[src/hdl/sqet_pkg.sv]
`default_nettype none
// ----------------------------------------------------------------------------
// sqet_pkg
// Shared types and constants for the shell quote and escape tokenizer.
// ----------------------------------------------------------------------------
package sqet_pkg;

	localparam int COUNT_BITS_DEF  = 8;
	localparam int QUEUE_DEPTH_DEF = 2;

	localparam logic [7:0] TOKEN_LIMIT_RESET = 8'd16;

	localparam logic [7:0] CH_SPACE     = 8'h20;
	localparam logic [7:0] CH_TAB       = 8'h09;
	localparam logic [7:0] CH_CR        = 8'h0D;
	localparam logic [7:0] CH_BACKSLASH = 8'h5C;
	localparam logic [7:0] CH_DQUOTE    = 8'h22;
	localparam logic [7:0] CH_SQUOTE    = 8'h27;

	localparam logic [1:0] ST_OK        = 2'd0;
	localparam logic [1:0] ST_BACKSLASH = 2'd1;
	localparam logic [1:0] ST_TOO_MANY  = 2'd2;
	localparam logic [1:0] ST_QUOTE     = 2'd3;

	typedef enum logic [1:0] {
		Q_NONE   = 2'd0,
		Q_SINGLE = 2'd1,
		Q_DOUBLE = 2'd2
	} quote_mode_t;

	typedef struct packed {
		logic [7:0] char_byte;
		logic       line_end;
	} char_item_t;

	typedef struct packed {
		logic [7:0] out_byte;
		logic       byte_valid;
		logic       token_end;
		logic [7:0] token_index;
		logic       line_done;
		logic [1:0] status;
		logic [7:0] token_count;
	} res_item_t;

	typedef struct packed {
		logic [7:0] char_byte;
		logic       line_end;
		logic       blank;
		logic       bslash;
		logic       dquote;
		logic       squote;
	} char_class_t;

endpackage
`default_nettype wire

[src/hdl/sqet_front.sv]
`default_nettype none
// ----------------------------------------------------------------------------
// sqet_front
// Input side: takes bytes and classifies them for the token engine.
// ----------------------------------------------------------------------------
module sqet_front (
	input  wire                     char_valid,
	output logic                    char_stall,
	input  wire sqet_pkg::char_item_t char_item,
	input  wire                     queue_full,
	output logic                    push,
	output sqet_pkg::char_class_t   entry
);
	import sqet_pkg::*;

	logic [7:0] c;

	assign c          = char_item.char_byte;
	assign char_stall = queue_full;
	assign push       = char_valid & ~queue_full;

	always_comb begin
		entry.char_byte = c;
		entry.line_end  = char_item.line_end;
		entry.blank     = (c == CH_SPACE) || ((c >= CH_TAB) && (c <= CH_CR));
		entry.bslash    = (c == CH_BACKSLASH);
		entry.dquote    = (c == CH_DQUOTE);
		entry.squote    = (c == CH_SQUOTE);
	end

endmodule
`default_nettype wire

[src/hdl/sqet_queue.sv]
`default_nettype none
// ----------------------------------------------------------------------------
// sqet_queue
// Short register queue between the classifier and the token engine.
// ----------------------------------------------------------------------------
module sqet_queue #(
	parameter int DEPTH = sqet_pkg::QUEUE_DEPTH_DEF
) (
	input  wire                      clk,
	input  wire                      arst_n,
	input  wire                      push,
	input  wire sqet_pkg::char_class_t wdata,
	input  wire                      pop,
	output sqet_pkg::char_class_t    rdata,
	output logic                     not_empty,
	output logic                     full
);
	import sqet_pkg::*;

	localparam int PW = (DEPTH > 1) ? $clog2(DEPTH) : 1;
	localparam int CW = $clog2(DEPTH + 1);
	localparam logic [PW-1:0] LAST = PW'(DEPTH - 1);

	char_class_t   entries_q [DEPTH];
	logic [PW-1:0] wr_ptr_q;
	logic [PW-1:0] rd_ptr_q;
	logic [CW-1:0] count_q;

	assign not_empty = (count_q != '0);
	assign full      = (count_q == CW'(DEPTH));
	assign rdata     = entries_q[rd_ptr_q];

	always_ff @(posedge clk) begin
		if (push) begin
			entries_q[wr_ptr_q] <= wdata;
		end
	end

	always_ff @(posedge clk or negedge arst_n) begin
		if (!arst_n) begin
			wr_ptr_q <= '0;
			rd_ptr_q <= '0;
			count_q  <= '0;
		end else begin
			if (push) begin
				wr_ptr_q <= (wr_ptr_q == LAST) ? '0 : wr_ptr_q + 1'b1;
			end
			if (pop) begin
				rd_ptr_q <= (rd_ptr_q == LAST) ? '0 : rd_ptr_q + 1'b1;
			end
			if (push && !pop) begin
				count_q <= count_q + 1'b1;
			end else if (pop && !push) begin
				count_q <= count_q - 1'b1;
			end
		end
	end

	a_no_overflow: assert property (@(posedge clk) disable iff (!arst_n)
		full |-> !push)
		else $error("queue written while full");

	a_no_underflow: assert property (@(posedge clk) disable iff (!arst_n)
		pop |-> not_empty)
		else $error("queue read while empty");

	a_count_step: assert property (@(posedge clk) disable iff (!arst_n)
		(push && !pop) |=> count_q == $past(count_q) + 1'b1)
		else $error("queue count did not advance");

endmodule
`default_nettype wire

[src/hdl/sqet_back.sv]
`default_nettype none
// ----------------------------------------------------------------------------
// sqet_back
// Token engine: quote, escape and token state, result register.
// ----------------------------------------------------------------------------
module sqet_back #(
	parameter int COUNT_BITS = sqet_pkg::COUNT_BITS_DEF
) (
	input  wire                      clk,
	input  wire                      arst_n,
	input  wire [7:0]                token_limit,
	input  wire sqet_pkg::char_class_t entry,
	input  wire                      entry_valid,
	output logic                     pop,
	output logic                     res_valid,
	input  wire                      res_stall,
	output sqet_pkg::res_item_t      res_item
);
	import sqet_pkg::*;

	localparam int LW = (COUNT_BITS > 8) ? COUNT_BITS : 8;
	localparam logic [LW-1:0] CMAX = LW'((32'd1 << COUNT_BITS) - 32'd1);

	quote_mode_t           quote_q, quote_d;
	logic                  esc_q, esc_d;
	logic                  in_tok_q, in_tok_d;
	logic [COUNT_BITS-1:0] seen_q, seen_d;
	logic [1:0]            err_q, err_d;

	logic                  out_free;
	logic                  emit;
	res_item_t             res_d;
	res_item_t             res_q;
	logic                  res_valid_q;
	logic [LW-1:0]         lim_w;
	logic [LW-1:0]         lim_eff;
	logic [COUNT_BITS-1:0] cur_idx;
	logic [1:0]            st;
	logic                  is_close;

	assign out_free  = ~res_valid_q | ~res_stall;
	assign pop       = entry_valid & out_free;
	assign res_valid = res_valid_q;
	assign res_item  = res_q;

	assign lim_w   = LW'(token_limit);
	assign lim_eff = (lim_w > CMAX) ? CMAX : lim_w;

	always_comb begin
		quote_d  = quote_q;
		esc_d    = esc_q;
		in_tok_d = in_tok_q;
		seen_d   = seen_q;
		err_d    = err_q;
		emit     = 1'b0;
		res_d    = '0;
		st       = err_q;
		cur_idx  = '0;
		is_close = 1'b0;

		if (entry.line_end) begin
			if (st == ST_OK && esc_q) begin
				st = ST_BACKSLASH;
			end
			if (st == ST_OK && quote_q != Q_NONE) begin
				st = ST_QUOTE;
			end
			emit            = 1'b1;
			res_d.line_done = 1'b1;
			res_d.status    = st;
			if (st == ST_OK) begin
				cur_idx           = seen_q - 1'b1;
				res_d.token_end   = in_tok_q;
				res_d.token_index = in_tok_q ? 8'(cur_idx) : 8'd0;
				res_d.token_count = 8'(seen_q);
			end
			quote_d  = Q_NONE;
			esc_d    = 1'b0;
			in_tok_d = 1'b0;
			seen_d   = '0;
			err_d    = ST_OK;
		end else if (err_q != ST_OK) begin
			emit = 1'b0;
		end else if (esc_q) begin
			esc_d             = 1'b0;
			cur_idx           = seen_q - 1'b1;
			emit              = 1'b1;
			res_d.out_byte    = entry.char_byte;
			res_d.byte_valid  = 1'b1;
			res_d.token_index = 8'(cur_idx);
		end else if (!in_tok_q && entry.blank) begin
			emit = 1'b0;
		end else if (!in_tok_q && (LW'(seen_q) >= lim_eff)) begin
			err_d = ST_TOO_MANY;
		end else if (in_tok_q && quote_q == Q_NONE && entry.blank) begin
			in_tok_d          = 1'b0;
			cur_idx           = seen_q - 1'b1;
			emit              = 1'b1;
			res_d.token_end   = 1'b1;
			res_d.token_index = 8'(cur_idx);
		end else begin
			if (!in_tok_q) begin
				seen_d   = seen_q + 1'b1;
				in_tok_d = 1'b1;
			end
			cur_idx  = seen_d - 1'b1;
			is_close = (quote_q == Q_DOUBLE && entry.dquote) ||
			           (quote_q == Q_SINGLE && entry.squote);
			if (entry.bslash && quote_q != Q_SINGLE) begin
				esc_d = 1'b1;
			end else if (quote_q == Q_NONE && entry.dquote) begin
				quote_d = Q_DOUBLE;
			end else if (quote_q == Q_NONE && entry.squote) begin
				quote_d = Q_SINGLE;
			end else if (is_close) begin
				quote_d = Q_NONE;
			end else begin
				emit              = 1'b1;
				res_d.out_byte    = entry.char_byte;
				res_d.byte_valid  = 1'b1;
				res_d.token_index = 8'(cur_idx);
			end
		end
	end

	always_ff @(posedge clk) begin
		if (pop && emit) begin
			res_q <= res_d;
		end
	end

	always_ff @(posedge clk or negedge arst_n) begin
		if (!arst_n) begin
			quote_q     <= Q_NONE;
			esc_q       <= 1'b0;
			in_tok_q    <= 1'b0;
			seen_q      <= '0;
			err_q       <= ST_OK;
			res_valid_q <= 1'b0;
		end else begin
			if (pop) begin
				quote_q  <= quote_d;
				esc_q    <= esc_d;
				in_tok_q <= in_tok_d;
				seen_q   <= seen_d;
				err_q    <= err_d;
			end
			if (out_free) begin
				res_valid_q <= pop & emit;
			end
		end
	end

	a_line_clears: assert property (@(posedge clk) disable iff (!arst_n)
		(pop && entry.line_end) |=> (seen_q == '0 && err_q == ST_OK &&
		quote_q == Q_NONE && !esc_q && !in_tok_q))
		else $error("line state not cleared at line end");

	a_err_count_zero: assert property (@(posedge clk) disable iff (!arst_n)
		(res_valid_q && res_q.line_done && res_q.status != ST_OK) |->
		(res_q.token_count == 8'd0 && !res_q.token_end))
		else $error("error result carries a count");

	a_err_silent: assert property (@(posedge clk) disable iff (!arst_n)
		(pop && err_q != ST_OK && !entry.line_end) |-> !emit)
		else $error("result emitted after a latched error");

	a_byte_not_done: assert property (@(posedge clk) disable iff (!arst_n)
		(res_valid_q && res_q.byte_valid) |->
		(!res_q.line_done && !res_q.token_end))
		else $error("byte result marked as end");

endmodule
`default_nettype wire

[src/hdl/shell_quote_escape_tokenizer_core.sv]
`default_nettype none
// ----------------------------------------------------------------------------
// shell_quote_escape_tokenizer_core
// Shell-style word splitter with quotes, backslash escape and token limit.
// ----------------------------------------------------------------------------
// The block takes one byte per clock cycle and gives at most one result per
// byte, so a steady stream runs at one byte per cycle when the result side
// does not stall. A byte passes a classifier, a QUEUE_DEPTH-entry queue and
// the token engine, whose result register is the output: a byte is held in
// its queue entry and its result then in the result register. The token
// engine updates its state once per byte, and that state update sets the
// rate. token_limit lies at byte address 0 of the register port; the user
// must write it between lines only, as the block itself does not enforce it.
module shell_quote_escape_tokenizer_core #(
	parameter int COUNT_BITS  = sqet_pkg::COUNT_BITS_DEF,
	parameter int QUEUE_DEPTH = sqet_pkg::QUEUE_DEPTH_DEF
) (
	input  wire                       clk,
	input  wire                       arst_n,
	input  wire                       psel,
	input  wire                       penable,
	input  wire                       pwrite,
	input  wire [2:0]                 paddr,
	input  wire [31:0]                pwdata,
	output logic [31:0]               prdata,
	output logic                      pready,
	input  wire                       char_valid,
	output logic                      char_stall,
	input  wire sqet_pkg::char_item_t char_item,
	output logic                      res_valid,
	input  wire                       res_stall,
	output sqet_pkg::res_item_t       res_item
);
	import sqet_pkg::*;

	logic [7:0]  token_limit_q;
	logic        push;
	logic        pop;
	logic        queue_full;
	logic        queue_ne;
	char_class_t entry_in;
	char_class_t entry_out;

	assign pready = 1'b1;
	assign prdata = (paddr[2] == 1'b0) ? {24'd0, token_limit_q} : 32'd0;

	always_ff @(posedge clk or negedge arst_n) begin
		if (!arst_n) begin
			token_limit_q <= TOKEN_LIMIT_RESET;
		end else if (psel && penable && pwrite && pready && paddr[2] == 1'b0) begin
			token_limit_q <= pwdata[7:0];
		end
	end

	sqet_front u_front (
		.char_valid (char_valid),
		.char_stall (char_stall),
		.char_item  (char_item),
		.queue_full (queue_full),
		.push       (push),
		.entry      (entry_in)
	);

	sqet_queue #(
		.DEPTH (QUEUE_DEPTH)
	) u_queue (
		.clk       (clk),
		.arst_n    (arst_n),
		.push      (push),
		.wdata     (entry_in),
		.pop       (pop),
		.rdata     (entry_out),
		.not_empty (queue_ne),
		.full      (queue_full)
	);

	sqet_back #(
		.COUNT_BITS (COUNT_BITS)
	) u_back (
		.clk         (clk),
		.arst_n      (arst_n),
		.token_limit (token_limit_q),
		.entry       (entry_out),
		.entry_valid (queue_ne),
		.pop         (pop),
		.res_valid   (res_valid),
		.res_stall   (res_stall),
		.res_item    (res_item)
	);

endmodule
`default_nettype wire
[config.mk]
export PLATFORM = sky130hd
export DESIGN_NAME = shell_quote_escape_tokenizer_core
export DESIGN_NICKNAME = d
export VERILOG_FILES = /design/src/hdl/sqet_pkg.sv /design/src/hdl/sqet_front.sv /design/src/hdl/sqet_queue.sv /design/src/hdl/sqet_back.sv /design/src/hdl/shell_quote_escape_tokenizer_core.sv
export SDC_FILE = /design/constraint.sdc
export NUM_CORES = 1
export LEC_CHECK = 0
export BUFFER_PORTS_ARGS = -buffer_cell sky130_fd_sc_hd__buf_2
export CAP_MARGIN = 20
export CORE_ASPECT_RATIO = 0.6
export CORE_MARGIN = 2
export CORE_UTILIZATION = 45
export CTS_CLUSTER_SIZE = 8
export DETAILED_ROUTE_END_ITERATION = 12
export PLACE_DENSITY = 0.69
export SYNTH_ARGS = -nofsm -noshare
export SYNTH_HDL_FRONTEND = slang
export SYNTH_HIERARCHICAL = 1
export SYNTH_SLANG_ARGS = --single-unit
export TNS_END_PERCENT = 20
[constraint.sdc]
create_clock -name clk -period 4 [get_ports clk]
set_input_delay 0.2 -clock clk [delete_from_list [all_inputs] [get_ports clk]]
set_output_delay 0.2 -clock clk [all_outputs]
set_load 0.005 [all_outputs]
==> summary.md, run 1 <==
| Metric | Value |
|---|---|
| Total die area | `around 11000 um2` |
| Root Buffer | `clkbuf_16` |
| Sw Ratio | `approximately 37%` |
| Final WL | `between 9000 and 10000 um` |
| CTS clock-pin slew for the worst setup and hold paths | `roughly 60 ps` |
| Num CTS Buffers | `9` |
| Cells after Synth | `slightly below 400` |
| Adder-cell share of the synthesized area | `approximately 3.9%` |
| Area after DPL | `4800 um2` |
| P_sw | `approximately 1.4 mW` |
| Compound-Gate Fraction of Synth Area | `between 10% and 20%` |
| WP buf/inv | `2` |
| Post-synthesis mux area share | `approximately 5.4%` |
| CP max-delay cell | `dfrtp_1` |
| Post-synthesis sequential area ratio | `50.9%` |
| Hold Path Cell Cnt | `1` |
| Worst reg2reg path depth | `9` |
| DRC Markers | `0` |
| Most frequent cells in the layout | `63 x buf_2, 55 x edfxtp_1, 31 x nor2_1` |
| Internal Dissipation | `roughly 2.4 mW` |
| F_max | `294 MHz` |
| Largest family of logic cells by synthesized area | `simple AND/OR/NAND/NOR gates` |
| Io pins | `roughly 120` |
| Input/output buffers | `between 60 and 70` |
| Register bit total from synthesis | `81` |
| First-pass GRT wire length | `between 10000 and 15000 um` |
| Final HPWL DP | `approximately 6600 um` |
| Worst EP required | `around 4000 ps` |
| Synth Area in Simple Gates | `about 16%` |
| Tot GR Track Use | `roughly 18%` |
| CP endpoint kind | `flop` |
| Post-route ant nets | `0` |
| PD cells | `roughly 750 nW/um2` |
| Number of global-route vias before repair | `2809` |
| Grt ovf | `0` |
| R2R Path Start | `u_back/seen_q[0]` |
| Final nets | `approximately 510` |
| Postcts setup bufs | `0` |
| Hold Slack | `between 60 and 70 ps` |
| # setup viols final | `0` |
| Post-CTS sizing | `0` |
| RSZ-0062 raised after global routing | `false` |
| Area grow syn2layout | `12.6%` |
| WL/cell | `around 15 um` |
| Slew headroom | `55.0%` |
| H-tree depth | `3` |
| CP startpoint kind | `flop` |
| Kind of cell adding the most delay to the critical path | `compound AO/OA/AOI/OAI gates` |
| Yosys warnings | `6` |
| Maximum vdd drop | `0.358 mV` |
| Critical-path maximum fanout | `29` |
| Clock power share | `21.3%` |
| Initial drt markers | `approximately 310` |
| Most common cell after layout, fill and taps aside | `buf_2` |
| R2r endpoint | `u_back/res_item[2]` |
| Row Count | `28` |
| Final Power | `approximately 3.8 mW` |
| Via count | `about 3000` |
| Die H | `between 80 and 90 um` |
| CTS max path bufs | `2` |
| Period utilisation layout | `85.1%` |
| Cell variety after synth | `63` |
| Worst reg2reg setup slack | `just under 600 ps` |
| Largest net degree at the start of global routing | `30` |
| Sequential power share | `between 30% and 40%` |
| Drt first pass iters | `4` |
| Status | `finished, final reports clean` |
| Post-synth ARST share | `roughly 32%` |
| Count of flip-flops with a built-in enable after synthesis | `55` |
| Initial Util | `between 40 and 50%` |
| Multi-input gate area | `around 1900 um2` |
| Initial antenna violation count | `0` |
| Later-pin clock latency in the skew report | `approximately 340 ps` |
| Fraction of layout cells with a size suffix above 1 | `a little over a quarter` |
| Post-Route Skew | `roughly 9 ps` |
| Max Cap Viol | `0` |
| Worst Setup SP | `u_back/seen_q[0]` |
| Antenna diode count | `0` |
| HP Class | `in2reg` |
| Lkg Pwr | `roughly 2.2 nW` |
| Synth Area per Inst | `about 12 um2` |
| Min-delay src | `char_item[0]` |
| Crit-path cells | `inv_1 > ha_1 > nand2b_1 > a2111oi_2 > nor3_1 > o31a_1 > o31ai_1 > and2_1 > buf_4` |
| Synthesized cell area | `about 4500 um2` |
| CP arrival | `approximately 3400 ps` |
| Slew @ Worst Pin | `674 ps` |
| Hold Path End | `u_queue/entries_q[0][4]` |
| CP Class | `reg2reg` |
| Final Max Slew Viols | `0` |
| Die Wd | `134 um` |
| Fillers | `between 800 and 900` |
| Xor and xnor area share after synthesis | `4.25%` |
| Final Hold Fails | `0` |
| Fin Setup TNS | `0 ps` |
| Clock sink count | `~80` |
| Tmin final | `between 3000 and 4000 ps` |
| Routed vias/inst | `approximately 5.2` |
| GP Congestion | `~0.84` |
| CTS tree | `yes` |
| Ys flop type | `edfxtp_1` |
| Slowest stage delay, CP | `about 580 ps` |
| Logic pwr share | `between 40 and 50%` |
| Storage element area | `between 2000 and 2500 um2` |
| Post-route cell area | `between 5000 and 6000 um2` |
| Core Area | `about 9800 um2` |
how the worst max path moves through the flow:
stage / endpoint / cells after the start / slack (ps)
5_1_grt: u_back/res_item[18] / 9 / 320
3_5_place_dp: u_back/res_item[6] / 9 / 640
3_3_place_gp: u_back/res_item[5] / 9 / 750
6_report: u_back/res_item[2] / 9 / 600
2_1_floorplan: u_back/res_item[0] / 8 / 770
4_1_cts: u_back/res_item[16] / 9 / 620
power groups by stage:
stage	clock, mW	combinational [mW]	sequential, mW
2_1_floorplan	0	1.10	1.43
3_3_place_gp	0	1.49	1.47
3_5_place_dp	0	1.51	1.49
4_1_cts	0.830	1.52	1.47
5_1_grt	0.863	1.71	1.51
6_report	0.813	1.53	1.47
logic make-up after synthesis:
group | after synthesis
buffers and inverters | 62
and+or+nand+nor | 123
xor gates and xnor gates | 22
DFF | 81
muxes | 22
adders and majority gates | 14
other | 2
AOI/OAI and AO/OA | 66
area by class of cell:
| cell class | instances | area share (%) |
|---|---|---|
| inverter | 17 | 1.25 |
| sequential | 81 | 45.2 |
| tap | 135 | 3.31 |
| multi-input combinational | 272 | 37.8 |
| timing repair buffer | 66 | 6.67 |
| clock buffer | 9 | 4.42 |
| clock inverter | 7 | 1.37 |
metal layers:
metal,track usage (%),wire length (um)
met1,26.7,4670
met2,23.8,3470
met3,5.19,762
met4,5.64,121
met5,0,0
what timing repair did:
action                                 CTS  global route
setup endpoints to repair                0             0
hold buffers                             1             0
endpoints found under the hold margin   25             0
Yosys cell counts (10+ instances only):
cell type	count	area [um2]
inv_1	17	63.8
buf_4	35	263
dfrtp_1	25	626
ha_1	14	175
xnor2_1	14	123
nor2_1	31	116
a21oi_1	10	50.1
nor3_1	10	50.1
nand2_1	14	52.6
and2_1	19	119
mux2_2	21	236
edfxtp_1	55	1650
sequential cells by signal, indices dropped and copies added (netlist names), 2 cells and up:
| signal | cells |
|---|---|
| u_back/seen_q | 8 |
| u_queue/count_q | 2 |
| u_back/res_item | 29 |
| u_back/quote_q | 2 |
| u_queue/entries_q | 26 |
| token_limit_q | 8 |
metrics by stage:
step                      utilization [%]  setup WS [ps]  instances
after global placement               48.8            749        569
after floorplan                         -            773        415
after detailed placement             48.9            641        570
after global routing                 52.0            322        587
final                                52.0            597        587
after CTS                            52.0            619        587
No activity file was read; power rests on OpenSTA's default activity.
==> inputs of run 2 (changes only) <==
--- a/config.mk
+++ b/config.mk
@@ -5,12 +5,13 @@
 export SDC_FILE = /design/constraint.sdc
 export NUM_CORES = 1
 export LEC_CHECK = 0
+export ABC_AREA = 1
 export BUFFER_PORTS_ARGS = -buffer_cell sky130_fd_sc_hd__buf_2
 export CAP_MARGIN = 20
 export CORE_ASPECT_RATIO = 0.6
 export CORE_MARGIN = 2
 export CORE_UTILIZATION = 45
-export CTS_CLUSTER_SIZE = 8
+export CTS_CLUSTER_SIZE = 30
 export DETAILED_ROUTE_END_ITERATION = 12
 export PLACE_DENSITY = 0.69
 export SYNTH_ARGS = -nofsm -noshare
==> constraint.sdc (replaced) <==
create_clock -name clk -period 3.3 [get_ports clk]
set_input_delay 0.165 -clock clk [delete_from_list [all_inputs] [get_ports clk]]
set_output_delay 0.165 -clock clk [all_outputs]
set_load 0.005 [all_outputs]
==> summary.md, run 2 <==
| Metric | Value |
|---|---|
| Root Buffer | `clkbuf_16` |
| DRC Markers | `0 (unchanged)` |
| F_max | `393 MHz (+34%)` |
| Total die area | `11000 um2 (+0.77%)` |
| # setup viols final | `0 (unchanged)` |
| Period utilisation layout | `77.1% (-8.0 points)` |
| Cells after Synth | `510 (+30%)` |
| Initial antenna violation count | `0 (unchanged)` |
| Ys flop type | `edfxtp_1` |
| Initial Util | `46.2% (about the same)` |
| Register bit total from synthesis | `81 (unchanged)` |
| Final nets | `637 (+24%)` |
| Final HPWL DP | `7280 um (+10%)` |
| Fraction of layout cells with a size suffix above 1 | `21.1% (-5.6 points)` |
| Core Area | `9880 um2 (+0.71%)` |
| Post-Route Skew | `5.05 ps (-4.04 ps)` |
| Post-synthesis sequential area ratio | `50.5% (-0.40 points)` |
| Post-synth ARST share | `32.1% (unchanged)` |
| Synth cell count leaders | `125 x nand2_1, 66 x inv_1, 55 x edfxtp_1` |
| First-pass GRT wire length | `15600 um (+6.5%)` |
| Multi-input gate area | `1780 um2 (-8.0%)` |
| Postcts setup bufs | `0 (unchanged)` |
| Worst EP required | `3310 ps (-680 ps)` |
| Cell variety after synth | `37 (-41%)` |
| Met2 wire len | `3870 um (+11%)` |
| CTS max path bufs | `2 (unchanged)` |
| Later-pin clock latency in the skew report | `340 ps (about the same)` |
| Clock power share | `22.0% (+0.7 points)` |
| Synth Area per Inst | `8.95 um2 (-23%)` |
| Metal-1 WL | `4820 um (+3.2%)` |
| Storage element area | `2300 um2 (unchanged)` |
| Post-route cell area | `5200 um2 (+1.9%)` |
| Sequential power share | `36.1% (-2.5 points)` |
| RSZ-0062 raised after global routing | `false` |
| HP Class | `in2reg` |
| WL/cell | `13.8 um (-11%)` |
| Most frequent cell after synthesis | `nand2_1` |
| Max Cap Viol | `0 (unchanged)` |
| CP Class | `reg2reg` |
| Final core occ | `52.6% (+0.59 points)` |
| Input/output buffers | `63 (unchanged)` |
| P_sw | `1.87 mW (+33%)` |
| H-tree depth | `3 (unchanged)` |
| Logic pwr share | `41.8% (+1.7 points)` |
| Num CTS Buffers | `9 (unchanged)` |
| Max reg flops | `29 (unchanged)` |
| Number of global-route vias before repair | `3052 (+8.7%)` |
| Final Max Slew Viols | `0 (unchanged)` |
| Sw Ratio | `39.1% (+2.1 points)` |
| Post-CTS sizing | `0 (unchanged)` |
| Status | `finished, final reports clean` |
| Post-route ant nets | `0 (unchanged)` |
| Tot GR Track Use | `18.8% (+1.2 points)` |
| Routed vias/inst | `5.03 (-2.7%)` |
| Antenna diode count | `0 (unchanged)` |
| Slew headroom | `57.7% (+2.7 points)` |
| Die Wd | `134 um (+0.39%)` |
| Slew @ Worst Pin | `634 ps (-40.1 ps)` |
| Via count | `3583 (+18%)` |
| Post-synth top area cell | `edfxtp_1` |
| Grt ovf | `0 (unchanged)` |
| CP arrival | `2560 ps (-830 ps)` |
| Final WL | `9800 um (+8.6%)` |
| Largest net degree at the start of global routing | `27 (-10%)` |
| Fin Setup TNS | `0 ps (unchanged)` |
| Most common cell after layout, fill and taps aside | `nand2_1` |
| CTS tree | `yes` |
| GP Congestion | `0.981 (+16%)` |
| Cts hold-fix bufs | `1 (unchanged)` |
| Yosys warnings | `6 (unchanged)` |
| Most frequent cells in the layout | `125 x nand2_1, 66 x inv_1, 63 x buf_2` |
| CTS clock-pin slew for the worst setup and hold paths | `60 ps (about the same)` |
| Fillers | `905 (+1.8%)` |
| Count of flip-flops with a built-in enable after synthesis | `55 (unchanged)` |
| Synthesized cell area | `4570 um2 (+0.80%)` |
| Row Count | `28 (unchanged)` |
| Area grow syn2layout | `13.8%` |
| Lkg Pwr | `2.50 nW (+14%)` |
| Synth area leaders | `edfxtp_1 36%, dfrtp_1 14%, nand2_1 10%` |
| Final Hold Fails | `0 (unchanged)` |
| CP startpoint kind | `flop` |
| Io pins | `115 (unchanged)` |
| Area after DPL | `4870 um2 (+1.5%)` |
| Critical-path maximum fanout | `21 (-28%)` |
| Maximum vdd drop | `0.513 mV (+43%)` |
| Drt first pass iters | `5 (+1)` |
| Internal Dissipation | `2.91 mW (+21%)` |
| PD cells | `921 nW/um2 (+23%)` |
| Metal3 WL | `971 um (+27%)` |
| CP endpoint kind | `flop` |
| Tmin final | `2540 ps (-859 ps)` |
| Top Metal Used | `met4` |
| Yosys top cell area share | `36.2% (-0.29 points)` |
| Die H | `82.0 um (+0.38%)` |
| Clock sink count | `81 (unchanged)` |
| Initial drt markers | `343 (+9.9%)` |
-- run 2: worst paths after layout --
kind	slack [ps]	to	from	depth (start not counted)
hold / removal	30	u_queue/entries_q[1][4]	char_item[0]	1
max in group asynchronous	2480	u_back/res_valid	arst_n	2
setup reg to reg	760	u_back/res_item[15]	u_back/seen_q[0]	13
min in group asynchronous	400	u_back/seen_q[1]	arst_n	2
setup / recovery	760	u_back/res_item[15]	u_back/seen_q[0]	13
hold reg to reg	480	u_queue/count_q[1]	u_queue/count_q[1]	2
-- run 2: worst max-delay path: stages, from the launching register on --
cell and delay, ps:
dfrtp_1 460, inv_1 230, ha_1 190, inv_1 40, a21oi_1 110, o21ai_0 90, nand2_1 60, nand3_1 80
nand2_1 170, inv_1 80, nor2_1 170, nand2_1 90, a21oi_2 140, buf_4 300
-- run 2: layer usage --
layer	up-vias	GRT usage, %
li1	1725	-
met1	1662	28.7
met2	182	25.1
met3	14	5.37
met4	0	6.21
met5	-	0
-- run 2: logic make-up after synthesis --
family                   after synthesis  share of synthesized area (%)
other                                  2                          0.164
buffers and inverters                114                           12.6
flip-flops                            81                           50.5
AND/OR/NAND/NOR                      228                           21.8
AO/OA/AOI/OAI                         48                           6.03
adder cells (fa/ha/maj)               14                           3.84
multiplexers                          13                           3.21
XOR/XNOR                              10                           1.92
-- run 2: per-stage QoR --
stage | cells | power, mW | hold WS, ps | setup WS [ps]
2_1_floorplan | 533 | 3.10 | -131 | 0.730
3_3_place_gp | 695 | 3.66 | 212 | 828
3_5_place_dp | 695 | 3.70 | 223 | 806
4_1_cts | 712 | 4.78 | 16.8 | 788
5_1_grt | 712 | 5.15 | 11.1 | 517
6_report | 712 | 4.79 | 30.1 | 756
-- run 2: power by group through the flow --
stage          clock (mW)  sequential, mW  combinational, mW
5_1_grt              1.13            1.78               2.24
6_report             1.05            1.73               2.00
4_1_cts              1.08            1.73               1.97
3_5_place_dp            0            1.75               1.96
3_3_place_gp            0            1.74               1.92
2_1_floorplan           0            1.75               1.35
-- run 2: area by class of cell --
| class | instances | share of cell area (%) |
|---|---|---|
| sequential | 81 | 44.3 |
| multi-input combinational | 338 | 34.2 |
| timing repair buffer | 67 | 6.69 |
| inverter | 75 | 5.42 |
| clock buffer | 9 | 4.33 |
| tap | 135 | 3.25 |
| clock inverter | 7 | 1.81 |
==> inputs of run 3 (changes only) <==
--- a/config.mk
+++ b/config.mk
@@ -13,7 +13,7 @@
 export CORE_UTILIZATION = 45
 export CTS_CLUSTER_SIZE = 30
 export DETAILED_ROUTE_END_ITERATION = 12
-export PLACE_DENSITY = 0.69
+export PLACE_DENSITY = 0.72
 export SYNTH_ARGS = -nofsm -noshare
 export SYNTH_HDL_FRONTEND = slang
 export SYNTH_HIERARCHICAL = 1
==> constraint.sdc (replaced) <==
create_clock -name clk -period 2.1 [get_ports clk]
set_input_delay 0.105 -clock clk [delete_from_list [all_inputs] [get_ports clk]]
set_output_delay 0.105 -clock clk [all_outputs]
set_load 0.005 [all_outputs]
==> summary.md, run 3 (synthesis gave the netlist of run 2 again) <==
| Metric | Value |
|---|---|
| Status | `finished with violations` |
| Failing checks | `setup timing` |
| CP endpoint kind | `flop` |
| Grt ovf | `0 (unchanged)` |
| CP startpoint kind | `flop` |
| Final nets | `688 (+8.0%)` |
| Tmin final | `2170 ps (-373 ps)` |
| First-pass GRT wire length | `15900 um (+1.9%)` |
| Final Hold Fails | `0 (unchanged)` |
| Worst reg2reg path depth | `12 (-1)` |
| Total die area | `11000 um2 (unchanged)` |
| PD cells | `1450 nW/um2 (+57%)` |
| Min-delay src | `pwdata[6]` |
| CTS max path bufs | `2 (unchanged)` |
| Fillers | `808 (-11%)` |
| Number of global-route vias before repair | `3237 (+6.1%)` |
| CP arrival | `2220 ps (-340 ps)` |
| Fraction of layout cells with a size suffix above 1 | `33.6% (+12 points)` |
| Hold Path End | `token_limit_q[6]` |
| Worst EP required | `2150 ps (-1160 ps)` |
| Final Max Slew Viols | `0 (unchanged)` |
| R2R Path Start | `token_limit_q[4]` |
| HP Class | `in2reg` |
| Most common cell after layout, fill and taps aside | `nand2_1` |
| Initial antenna violation count | `0 (unchanged)` |
| Clock sink count | `81 (unchanged)` |
| Row Count | `28 (unchanged)` |
| Core Area | `9880 um2 (unchanged)` |
| Slew headroom | `57.3% (-0.37 points)` |
| Via count | `3745 (+4.5%)` |
| Antenna diode count | `0 (unchanged)` |
| Initial drt markers | `259 (-24%)` |
| Drt first pass iters | `5 (unchanged)` |
| Metal3 WL | `850 um (-12%)` |
| Period utilisation layout | `103% (+26 points)` |
| CP Class | `reg2reg` |
| Final setup margin | `-71.3 ps (-827 ps)` |
| Max reg flops | `29 (unchanged)` |
| Max Cap Viol | `0 (unchanged)` |
| Met2 wire len | `4710 um (+22%)` |
| Num CTS Buffers | `9 (unchanged)` |
| Top Metal Used | `met4` |
| Lkg Pwr | `2.81 nW (+12%)` |
| Root Buffer | `clkbuf_16` |
| Final HPWL DP | `7350 um (+0.95%)` |
| RSZ-0062 raised after global routing | `true` |
| Hold Slack | `6.57 ps (-23.6 ps)` |
| Hold Path Cell Cnt | `3 (+2)` |
| CTS clock-pin slew for the worst setup and hold paths | `60 ps (about the same)` |
| Area grow syn2layout | `30.1%` |
| Post-route ant nets | `0 (unchanged)` |
| Die Wd | `134 um (unchanged)` |
| WL/cell | `14.1 um (+2.7%)` |
| Post-Route Skew | `10.7 ps (+5.66 ps)` |
| Die H | `82.0 um (unchanged)` |
| F_max | `461 MHz (+17%)` |
| Multi-input gate area | `2050 um2 (+15%)` |
| Later-pin clock latency in the skew report | `330 ps (about the same)` |
| Final WL | `10800 um (+10%)` |
| Storage element area | `2310 um2 (+0.16%)` |
| Input/output buffers | `63 (unchanged)` |
| GP Congestion | `0.909 (-7.3%)` |
| Io pins | `115 (unchanged)` |
| H-tree depth | `3 (unchanged)` |
| CTS tree | `yes` |
| Initial Util | `46.2% (unchanged)` |
| Critical-path maximum fanout | `6 (-71%)` |
| # setup viols final | `23 (+23)` |
| Largest net degree at the start of global routing | `27 (unchanged)` |
| DRC Markers | `0 (unchanged)` |
| Tot GR Track Use | `18.8% (+0.070 points)` |
| R2r endpoint | `u_back/res_item[10]` |
| Routed vias/inst | `4.91 (-2.5%)` |
| Slew @ Worst Pin | `640 ps (+5.48 ps)` |
| Fin Setup TNS | `-1320 ps (-1320 ps)` |
| Metal-1 WL | `5110 um (+6.0%)` |
| Worst reg2reg setup slack | `-70 ps (-830 ps)` |
| Maximum vdd drop | `0.818 mV (+59%)` |
| Most frequent cells in the layout | `115 x nand2_1, 63 x buf_2, 56 x inv_1` |
[run 3: worst max-delay path by stage]
stage / from / to / slack [ps] / cells past startpoint
after floorplan: token_limit_q[4] / u_back/res_item[0] / -230 / 11
after global placement: u_back/seen_q[1] / u_back/res_item[18] / -40 / 11
after detailed placement: u_back/seen_q[1] / u_back/res_item[17] / -70 / 11
after CTS: token_limit_q[4] / u_back/res_item[17] / -30 / 11
after global routing: token_limit_q[3] / u_back/res_item[12] / -190 / 13
final: token_limit_q[4] / u_back/res_item[10] / -70 / 12
[run 3: layout make-up]
class / instances / share of cell area (%)
Sequential cell: 81 / 38.8
Inverter: 75 / 4.82
Timing Repair Buffer: 118 / 13.8
Clock inverter: 2 / 0.590
Tap cell: 135 / 2.84
Multi-Input combinational cell: 338 / 34.5
Clock buffer: 14 / 4.63
[run 3: stage by stage]
step	cells	setup WS, ps	util (%)	power [mW]	cell area [um2]
floorplan	533	-230	-	4.89	4670
CTS	751	-29.7	56.1	7.80	5540
detailed placement	727	-67.8	52.0	6.13	5130
global route	763	-192	60.1	9.20	5940
global placement	727	-40.1	52.0	6.04	5130
finish	763	-71.3	60.1	8.60	5940
[run 3: timing repair]
item,4_1_cts,5_1_grt
gates cloned,0,3
setup endpoints to repair,42,59
pin swaps,2,20
endpoints found under the hold margin,34,0
hold buffers,8,0
resized for setup,7,58
setup buffers,0,9
[run 3: critical path, stage by stage (launching register included)]
cell and delay [ps]:
dfstp_2 540, inv_2 50, ha_4 140, a21oi_1 130, o21a_1 160, nand3_2 80
nand2_2 110, inv_2 60, nor2_4 100, nand2_2 70, a21oi_4 170, buf_6 140
clkbuf_16 140
[run 3: power by group]
group          switching [mW]  internal (mW)  total (mW)
clock                   0.569           1.02        1.59
combinational            2.48           1.84        4.32
sequential              0.229           2.46        2.69
[run 3: per-layer routing]
| metal | GRT usage (%) | vias up |
|---|---|---|
| met5 | 0 | - |
| met3 | 3.77 | 11 |
| met1 | 27.9 | 1735 |
| met2 | 27.8 | 167 |
| li1 | - | 1832 |
| met4 | 6.00 | 0 |
